--- config.mk ---
export PLATFORM = sky130hd
export DESIGN_NAME = wrc_front_flat
export DESIGN_NICKNAME = d
export VERILOG_FILES = /design/src/hw/rtl/wrc_pkg.sv /design/src/hw/rtl/wrc_if.sv /design/src/hw/rtl/wrc_front.sv /design/src/flat_wrapper.sv
export SDC_FILE = /design/constraint.sdc
export NUM_CORES = 1
export LEC_CHECK = 0
export BUFFER_PORTS_ARGS = -buffer_cell sky130_fd_sc_hd__clkbuf_2
export CORE_MARGIN = 3
export CORE_UTILIZATION = 42
export CTS_CLUSTER_SIZE = 24
export DETAILED_ROUTE_END_ITERATION = 10
export PLACE_DENSITY = 0.78
export RECOVER_POWER = 100
export SLEW_MARGIN = 40
export SYNTH_ARGS = -nofsm -noshare
export SYNTH_HDL_FRONTEND = slang
export SYNTH_SLANG_ARGS = --single-unit
--- constraint.sdc ---
create_clock -name clk -period 8.9 [get_ports clk]
set_input_delay 0.89 -clock clk [delete_from_list [all_inputs] [get_ports clk]]
set_output_delay 0.89 -clock clk [all_outputs]
set_load 0.05 [all_outputs]
--- src/hw/rtl/wrc_pkg.sv ---
// shared types, codes and constants of the write request coalescer
// depends on nothing
`default_nettype none
package wrc_pkg;
  localparam int DEF_MAX_ENTRIES = 16;
  localparam int QUEUE_DEPTH     = 2;

  localparam logic [1:0] KIND_ACK   = 2'd0;
  localparam logic [1:0] KIND_ENTRY = 2'd1;
  localparam logic [1:0] KIND_EMPTY = 2'd2;

  localparam logic [2:0] OC_APPEND    = 3'd0;
  localparam logic [2:0] OC_EXTENDED  = 3'd1;
  localparam logic [2:0] OC_KEPT      = 3'd2;
  localparam logic [2:0] OC_JOINED    = 3'd3;
  localparam logic [2:0] OC_FULL      = 3'd4;

  localparam logic [1:0] REG_DBPB  = 2'd0;
  localparam logic [1:0] REG_BUF   = 2'd1;
  localparam logic [1:0] REG_GROUP = 2'd2;

  localparam logic [6:0]  DBPB_RESET  = 7'd16;
  localparam logic [15:0] BUF_RESET   = 16'd0;
  localparam logic [15:0] GROUP_RESET = 16'd0;

  typedef struct packed {
    logic        func;
    logic [31:0] source_id;
    logic [47:0] source_block;
    logic [47:0] device_block;
    logic [31:0] block_len;
  } req_t;

  typedef struct packed {
    logic [31:0] src;
    logic [47:0] sstart;
    logic [47:0] dstart;
    logic [39:0] len;
  } entry_t;

  typedef struct packed {
    logic [1:0]  kind;
    logic [2:0]  outcome;
    logic [39:0] total_blocks;
    logic [53:0] out_source_offset;
    logic [53:0] out_device_offset;
    logic [31:0] out_length;
    logic [15:0] out_buffer;
    logic [15:0] out_group;
    logic        too_long;
    logic        last;
  } res_t;

  typedef struct packed {
    logic [6:0]  dbpb;
    logic [15:0] buffer_id;
    logic [15:0] group_id;
  } cfg_t;
endpackage
`default_nettype wire

--- src/hw/rtl/wrc_if.sv ---
// valid/ready channel interfaces for request and result beats
// depends on nothing
`default_nettype none
interface wrc_in_if;
  logic        valid;
  logic        ready;
  logic        func;
  logic [31:0] source_id;
  logic [47:0] source_block;
  logic [47:0] device_block;
  logic [31:0] block_len;
  modport source (output valid, func, source_id, source_block, device_block, block_len,
                  input ready);
  modport sink (input valid, func, source_id, source_block, device_block, block_len,
                output ready);
endinterface

`default_nettype wire

--- src/hw/rtl/wrc_front.sv ---
// front end: accepts request beats into a short queue for the back end
// depends on wrc_pkg and wrc_in_if
`default_nettype none
module wrc_front (
  input  wire logic          clk,
  input  wire logic          rst,
  wrc_in_if.sink             in_ch,
  output logic               q_valid,
  output wrc_pkg::req_t      q_item,
  input  wire logic          q_pop
);
  import wrc_pkg::*;

  localparam int PW = (QUEUE_DEPTH > 1) ? $clog2(QUEUE_DEPTH) : 1;
  localparam int CW = $clog2(QUEUE_DEPTH + 1);

  req_t          slots [QUEUE_DEPTH];
  logic [PW-1:0] wp;
  logic [PW-1:0] rp;
  logic [CW-1:0] fill;
  logic          push;
  logic          pop;

  assign in_ch.ready = (fill != CW'(QUEUE_DEPTH));
  assign push        = in_ch.valid && in_ch.ready;
  assign q_valid     = (fill != '0);
  assign pop         = q_pop && q_valid;
  assign q_item      = slots[rp];

  always_ff @(posedge clk) begin
    if (rst) begin
      wp   <= '0;
      rp   <= '0;
      fill <= '0;
    end else begin
      if (push) begin
        wp <= (wp == PW'(QUEUE_DEPTH - 1)) ? '0 : wp + PW'(1);
      end
      if (pop) begin
        rp <= (rp == PW'(QUEUE_DEPTH - 1)) ? '0 : rp + PW'(1);
      end
      if (push && !pop) begin
        fill <= fill + CW'(1);
      end else if (pop && !push) begin
        fill <= fill - CW'(1);
      end
    end
  end

  // store each accepted beat; only the low func bit matters
  always_ff @(posedge clk) begin
    if (push) begin
      slots[wp] <= '{func: in_ch.func, source_id: in_ch.source_id,
                     source_block: in_ch.source_block, device_block: in_ch.device_block,
                     block_len: in_ch.block_len};
    end
  end
endmodule
`default_nettype wire

--- src/flat_wrapper.sv ---
// flat-port wrapper written by rule: the top's interface ports become plain ports
module wrc_front_flat import wrc_pkg::*;
  (clk, rst, q_valid, q_item, q_pop, in_ch_valid, in_ch_func, in_ch_source_id, in_ch_source_block, in_ch_device_block, in_ch_block_len, in_ch_ready);
  wrc_in_if in_ch_i ();
  input  wire logic clk;
  input  wire logic rst;
  output logic q_valid;
  output wrc_pkg::req_t q_item;
  input  wire logic q_pop;
  input wire logic [$bits(in_ch_i.valid)-1:0] in_ch_valid;
  input wire logic [$bits(in_ch_i.func)-1:0] in_ch_func;
  input wire logic [$bits(in_ch_i.source_id)-1:0] in_ch_source_id;
  input wire logic [$bits(in_ch_i.source_block)-1:0] in_ch_source_block;
  input wire logic [$bits(in_ch_i.device_block)-1:0] in_ch_device_block;
  input wire logic [$bits(in_ch_i.block_len)-1:0] in_ch_block_len;
  output wire logic [$bits(in_ch_i.ready)-1:0] in_ch_ready;
  assign in_ch_i.valid = in_ch_valid;
  assign in_ch_i.func = in_ch_func;
  assign in_ch_i.source_id = in_ch_source_id;
  assign in_ch_i.source_block = in_ch_source_block;
  assign in_ch_i.device_block = in_ch_device_block;
  assign in_ch_i.block_len = in_ch_block_len;
  assign in_ch_ready = in_ch_i.ready;
  wrc_front u_core (.clk(clk), .rst(rst), .in_ch(in_ch_i), .q_valid(q_valid), .q_item(q_item), .q_pop(q_pop));
endmodule
==> summary.md, run 1 <==
| Metric | Value |
|---|---|
| Status | `finished, violations left` |
| Failing checks | `capacitance limit, slew limit` |
| Syn_nets | `691` |
| Via count | `6083` |
| Sequential area share after synthesis | `80.1%` |
| Die Width | `~180 um` |
| Crit. End Element | `flop` |
| Top Ports | `328` |
| Period utilization | `61.1%` |
| Final max-slew violation count | `280` |
| Worst EP arrival | `5560 ps` |
| Max VDD drop | `0.181 mV` |
| PwrDens | `between 300 and 400 nW/um^2` |
| Initial antenna violation count | `3` |
| Clock skew | `12.3 ps` |
| Avg Synthesized Cell Area | `23.2 sq um` |
| Worst Tran Pin Value | `4190 ps` |
| Primary FF master, synth | `edfxtp_1` |
| CP Class | `flop to flop` |
| Filler Cells Inserted | `between 2000 and 2500` |
| Area Overhead vs Synth | `22.5%` |
| Dpl hpwl | `15900 um` |
| Post-synth EDFFs | `between 300 and 400` |
| Global-route wire length before repair | `35600 um` |
| Worst hold path type | `flop to flop` |
| Root Driver | `clkbuf_16` |
| Post-CTS setup buffers | `0` |
| Fmax | `around 180 MHz` |
| Drt pass-1 iters | `5` |
| Fin util | `52.9%` |
| Most instantiated cells after synthesis | `edfxtp_1 (322), mux2_4 (90), mux2_2 (71)` |
| Final non-filler cell total | `around 1300` |
| Share of cells above drive strength 1 | `28.9%` |
| Clock latency at the later pin of the worst-skew pair | `around 500 ps` |
| Synth warnings | `0` |
| Placer congestion estimate | `0.721` |
| Clk pwr share | `27.5%` |
| Core area | `28200 sq um` |
| # setup viols final | `0` |
| Critical Path RT | `9030 ps` |
| CTS sink cnt | `327` |
| Pwr Total | `5.10 mW` |
| Synth area leaders | `edfxtp_1 (79%), mux2_4 (11%), mux2_2 (6.6%), buf_6 (1.0%), dfxtp_1 (0.82%)` |
| Worst Setup Slack, final | `about 3500 ps` |
| Routed wire length | `between 20000 and 25000 um` |
| Setup TNS | `0 ps` |
| Buf+Inv Stages, Crit Path | `2` |
| CTS tree | `built` |
| Cells along the critical path | `nand2b_1 -> nand3b_1 -> clkinvlp_2 -> buf_6` |
| Grt ovf | `0` |
| Synth top area share | `79.2%` |
| Critical-path top delay cell | `clkinvlp_2` |
| Worst slew margin | `-179%` |
| Htree depth | `2` |
| Clock tree buffer depth | `3` |
| Part of the power in combinational logic | `about a third` |
| Cell with the most instances after synthesis | `edfxtp_1` |
| Post-Syn Area | `12200 sq um` |
| WHS | `about 520 ps` |
| Total global-route track usage | `between 10% and 20%` |
| Final instance area | `14900 sq um` |
| Die height | `176 um` |
| Area after DPL | `around 14000 sq um` |
| Post-cts repair resize count | `0` |
| Distinct cells, synth | `19` |
| Crit path max fanout | `87` |
| Final ANT Viol Nets | `0` |
| Nets@finish | `1042` |
| Largest delay contributor family on the critical path | `buffers and inverters` |
| RSZ-0062 raised after global routing | `no` |
| Initial core utilization | `43.2%` |
| Drt drc | `0` |
| Die area | `a little over 30000 sq um` |
| Endpoints failing hold | `0` |
| PortBufs | `327` |
| Sequential share of power | `39.6%` |
| Share of flip-flops with an asynchronous set or reset | `0%` |
| CTS Buf Count | `35` |
| Largest net degree at the start of global routing | `88` |
| Worst slack at placement | `5810 ps` |
| Critical path's largest stage delay | `2910 ps` |
| Int Power | `about 3.2 mW` |
| CP startpoint kind | `flop` |
| Detailed router's first-iteration violation count | `369` |
| Vias per cell | `4.75` |
| Synthesized flop and latch total | `327` |
| Vias in the first global route | `about 6400` |
| Min Tclk post-route | `approximately 5400 ps` |
| # rows | `slightly above 60` |
| Post-CTS Hold Buffers | `0` |
| Max Cap Violations | `4` |
| Avg WL per Cell | `18.5 um` |
| Pleak | `5.11 nW` |
| Synth area leader | `edfxtp_1` |
| NetSw | `1.86 mW` |
| Number of cells after detailed placement | `1217` |
| Post-Syn Instances | `525` |
| Clock slew at reported path FFs | `about 60 ps` |
| Switching Fraction | `roughly 36%` |
## power groups by stage
stage	registers [mW]	clock network (mW)	logic (mW)
floorplan	2.02	0	1.47
global placement	2.03	0	1.77
detailed placement	2.04	0	1.77
CTS	2.01	1.44	1.78
global route	2.04	1.51	1.76
finish	2.02	1.40	1.68
## worst paths after layout
check	from	to	slack [ps]	cells after the start
worst min-delay path	u_core.rp$_SDFFE_PP0P_	u_core.rp$_SDFFE_PP0P_	520	2
worst max register to register	u_core.fill[0]$_SDFFE_PP0P_	u_core.slots[0][134]$_DFFE_PP_	3460	4
worst max-delay path	u_core.fill[0]$_SDFFE_PP0P_	u_core.slots[0][134]$_DFFE_PP_	3460	4
worst min register to register	u_core.rp$_SDFFE_PP0P_	u_core.rp$_SDFFE_PP0P_	520	2
## cell families after synthesis
group | after synthesis | share of synthesized area, %
AOI/OAI and AO/OA | 5 | 0.246
buffers and inverters | 19 | 1.33
muxes | 161 | 17.6
adders and majority gates | 1 | 0.103
and+or+nand+nor | 9 | 0.410
DFF | 327 | 80.1
xor gates and xnor gates | 3 | 0.215
## worst min-delay path, stage by stage, from the launching register on
cell     delay [ps]
dfxtp_1         330
xor2_1           80
nor2_1           70
## sequential cells by signal (all words and copies together), names as in the netlist, named ones only
register,count
u_core.wp,1
u_core.fill,2
u_core.slots,322
u_core.rp,1
## layout by cell type, fill, tap and decap left out
| cell type | Yosys | final |
|---|---|---|
| nand3b_1 | 1 | 1 |
| or2_2 | 1 | 1 |
| mux2_1 | 0 | 19 |
| ha_1 | 1 | 1 |
| clkbuf_16 | 0 | 37 |
| clkbuf_1 | 0 | 271 |
| xor2_1 | 3 | 3 |
| clkinvlp_2 | 0 | 1 |
| edfxtp_1 | 322 | 322 |
| a21bo_2 | 1 | 1 |
| o21ai_0 | 2 | 2 |
| mux2_4 | 90 | 75 |
| and3_1 | 1 | 1 |
| and2_0 | 0 | 1 |
| clkinv_2 | 0 | 7 |
| mux2_2 | 71 | 67 |
| buf_6 | 11 | 3 |
| or3_1 | 1 | 1 |
| nor2_1 | 3 | 3 |
| nand2b_1 | 1 | 1 |
| diode_2 | 0 | 1 |
| bufinv_16 | 0 | 3 |
| clkbuf_2 | 0 | 62 |
| a21oi_1 | 2 | 2 |
| dfxtp_1 | 5 | 5 |
| clkbuf_8 | 0 | 2 |
| clkinv_4 | 0 | 1 |
| clkinv_1 | 0 | 8 |
## metal layers
layer / track usage [%] / routed length [um] / vias to the layer above
met1: 17.1 / 8880 / 2955
met5: 0 / 27 / -
met2: 25.6 / 11900 / 269
li1: - / - / 2797
met4: 4.94 / 707 / 4
met3: 4.88 / 2170 / 58
## final cells by class
cell class,instances,area (sq um),area share [%]
Clock inverter,19,164,1.10
Sequential cell,327,9770,65.4
Timing Repair Buffer,332,1350,9.01
Clock buffer,43,968,6.48
Multi-Input combinational cell,179,2210,14.8
Inverter,1,5.00,0.0335
Antenna cell,1,2.50,0.0167
Tap cell,378,473,3.17
Note: power is estimated with default switching activity, not from simulation.
==> inputs of run 2 (changes only) <==
Settings changed: PLACE_DENSITY 0.78 to 0.81.
Clock period 8.9 ns to 4.5 ns, I/O delays scaled along.
==> summary.md, run 2 (synthesized netlist as in run 1, its figures left out) <==
| Metric | Value |
|---|---|
| Buf+Inv Stages, Crit Path | `2 (unchanged)` |
| Most frequent cells in the layout | `edfxtp_1 (322), clkbuf_1 (296), mux2_4 (90) (was edfxtp_1 (322), clkbuf_1 (271), mux2_4 (75))` |
| Nets@finish | `1044 (was 1042)` |
| Pwr Total | `10.0 mW (was 5.10 mW)` |
| Period utilization | `68.5%` |
| Post-CTS setup buffers | `0 (unchanged)` |
| Endpoints failing hold | `0 (unchanged)` |
| Clock latency at the later pin of the worst-skew pair | `490 ps (was 500 ps)` |
| Drt pass-1 iters | `4 (was 5)` |
| # setup viols final | `0 (unchanged)` |
| R2r startpoint | `u_core.fill[0]$_SDFFE_PP0P_ (unchanged)` |
| Post-CTS Hold Buffers | `0 (unchanged)` |
| Area Overhead vs Synth | `22.7% (was 22.5%)` |
| PortBufs | `327 (unchanged)` |
| RSZ-0062 raised after global routing | `no (unchanged)` |
| Avg WL per Cell | `18.7 um (was 18.5 um)` |
| PwrDens | `669 nW/um^2 (was 341 nW/um^2)` |
| Fin util | `53.0% (was 52.9%)` |
| Vias in the first global route | `6445 (unchanged)` |
| Worst Setup Slack, final | `1420 ps (was 3460 ps)` |
| Global-route wire length before repair | `35500 um (was 35600 um)` |
| Via count | `6147 (was 6083)` |
| FF-to-FF End | `u_core.slots[1][89]$_DFFE_PP_ (was u_core.slots[0][134]$_DFFE_PP_)` |
| Worst slack at placement | `2420 ps (was 5810 ps)` |
| Placer congestion estimate | `0.740 (was 0.721)` |
| Crit path max fanout | `77 (was 87)` |
| Cells along the critical path | `buf_12 -> mux2_4 -> clkbuf_1 (was nand2b_1 -> nand3b_1 -> clkinvlp_2 -> buf_6)` |
| Initial core utilization | `43.2% (unchanged)` |
| Critical path's largest stage delay | `780 ps (was 2910 ps)` |
| Dpl hpwl | `16000 um (was 15900 um)` |
| Largest net degree at the start of global routing | `88 (unchanged)` |
| Clock slew at reported path FFs | `60 ps (about the same)` |
| Vias per cell | `4.81 (was 4.75)` |
| Share of cells above drive strength 1 | `28.6% (was 28.9%)` |
| # rows | `61 (unchanged)` |
| Die Width | `176 um (unchanged)` |
| Clock tree buffer depth | `3 (unchanged)` |
| Status | `finished, violations left (unchanged)` |
| Worst Hold Launch | `in_ch_source_block[47] (was u_core.rp$_SDFFE_PP0P_)` |
| Worst EP arrival | `2630 ps (was 5560 ps)` |
| CTS sink cnt | `327 (unchanged)` |
| CP startpoint kind | `flop (unchanged)` |
| Sequential Area | `9770 sq um (unchanged)` |
| Max VDD drop | `0.586 mV (was 0.181 mV)` |
| Largest reg by FF count | `u_core.slots (unchanged)` |
| Min Tclk post-route | `3080 ps` |
| Largest delay contributor family on the critical path | `buffers and inverters (unchanged)` |
| Worst slew margin | `-53.3% (was -179%)` |
| WHS | `144 ps (was 516 ps)` |
| Flip-flop count of the largest register after layout | `322 (unchanged)` |
| Critical Path RT | `4050 ps (was 9030 ps)` |
| Ant. Diodes | `0 (was 1)` |
| Detailed router's first-iteration violation count | `286 (was 369)` |
| Top Ports | `328 (unchanged)` |
| Final max-slew violation count | `163 (was 280)` |
| Root Driver | `clkbuf_16 (unchanged)` |
| Regs by FF count | `u_core.slots x322, u_core.fill x2 (unchanged)` |
| Clock skew | `10.8 ps (was 12.3 ps)` |
| Pleak | `5.08 nW (was 5.11 nW)` |
| CTS tree | `built (unchanged)` |
| Post-cts repair resize count | `0 (unchanged)` |
| Worst Tran Pin Value | `2300 ps (was 4190 ps)` |
| CTS Buf Count | `35 (unchanged)` |
| Filler Cells Inserted | `2378 (was 2377)` |
| Initial antenna violation count | `2 (was 3)` |
| Htree depth | `2 (unchanged)` |
| Multi-input logic area | `2270 sq um (was 2210 sq um)` |
| Routed wire length | `23900 um (was 23700 um)` |
| CP Class | `flop to primary output (was flop to flop)` |
| Max Cap Violations | `2 (was 4)` |
| Die height | `176 um (unchanged)` |
| Worst hold path type | `input port to flop (was flop to flop)` |
| Endpoint, Worst Hold | `u_core.slots[1][127]$_DFFE_PP_ (was u_core.rp$_SDFFE_PP0P_)` |
| Total global-route track usage | `14.7% (about the same)` |
| Core area | `28200 sq um (unchanged)` |
| Final ANT Viol Nets | `0 (unchanged)` |
| Commonest non-fill, non-tap cell in the layout | `edfxtp_1 (unchanged)` |
| Critical-path top delay cell | `dfxtp_1 (was clkinvlp_2)` |
| Hold-critical path depth | `1 (was 2)` |
| Reg2Reg Depth | `3 (was 4)` |
| Crit. End Element | `primary output (was flop)` |
| Setup TNS | `0 ps (unchanged)` |
| Die area | `31100 sq um (unchanged)` |
| Fmax | `325 MHz` |
| Drt drc | `0 (unchanged)` |
| Grt ovf | `0 (unchanged)` |
| Flop-to-flop setup slack | `1430 ps (was 3460 ps)` |
| Failing checks | `capacitance limit, slew limit (unchanged)` |
==> run 2: changes by cell type in the layout (fill, tap and decap cells not counted), sizes merged <==
cell,previous run,this run
diode,1,0
clkinvlp,1,2
clkbuf,372,377
clkinv,16,10
buf,3,4
bufinv,3,2
==> run 2: layer usage <==
| metal | up-vias | share of wire [%] | track usage, % |
|---|---|---|---|
| li1 | 2794 | - | - |
| met1 | 3011 | 37 | 17.1 |
| met2 | 272 | 51 | 25.0 |
| met3 | 66 | 8.6 | 4.90 |
| met4 | 4 | 4.1 | 6.09 |
| met5 | - | 0.10 | 0 |
==> run 2: stage by stage <==
stage | cell area, sq um | cells
after global placement | 14300 | 1218
after floorplan | 12200 | 525
final | 15000 | 1279
after detailed placement | 14300 | 1219
after CTS | 15400 | 1279
after global routing | 15000 | 1279
==> run 2: worst max path at each step <==
stage	to	cells after the start	start
after detailed placement	q_item[45]	3	flop
after global routing	u_core.slots[1][33]$_DFFE_PP_	3	u_core.fill[0]$_SDFFE_PP0P_
after global placement	u_core.slots[1][33]$_DFFE_PP_	3	u_core.fill[0]$_SDFFE_PP0P_
final	q_item[101]	3	flop
after CTS	q_item[45]	3	flop
after floorplan	u_core.slots[0][0]$_DFFE_PP_	3	u_core.fill[0]$_SDFFE_PP0P_
==> run 2: where the power goes <==
group,switching [mW],internal [mW],total (mW),leakage [nW]
logic,2.51,0.902,3.42,1.51
clock network,1.05,1.61,2.66,0.526
registers,0.111,3.83,3.94,3.05
==> run 2: layout make-up <==
class	count	share of cell area, %
inverters	1	0.0502
clock inverters	13	0.752
repair buffers	334	9.18
clock buffers	47	6.44
flip-flops and latches	327	65.3
multi-input cells	179	15.2
well taps	378	3.16
==> run 2: worst reg2reg max path, delay by kind of cell, from the launching register on <==
| kind | cells | cell delay, ps |
|---|---|---|
| and+or+nand+nor | 2 | 1430 |
| DFF | 1 | 410 |
| buffers and inverters | 1 | 840 |
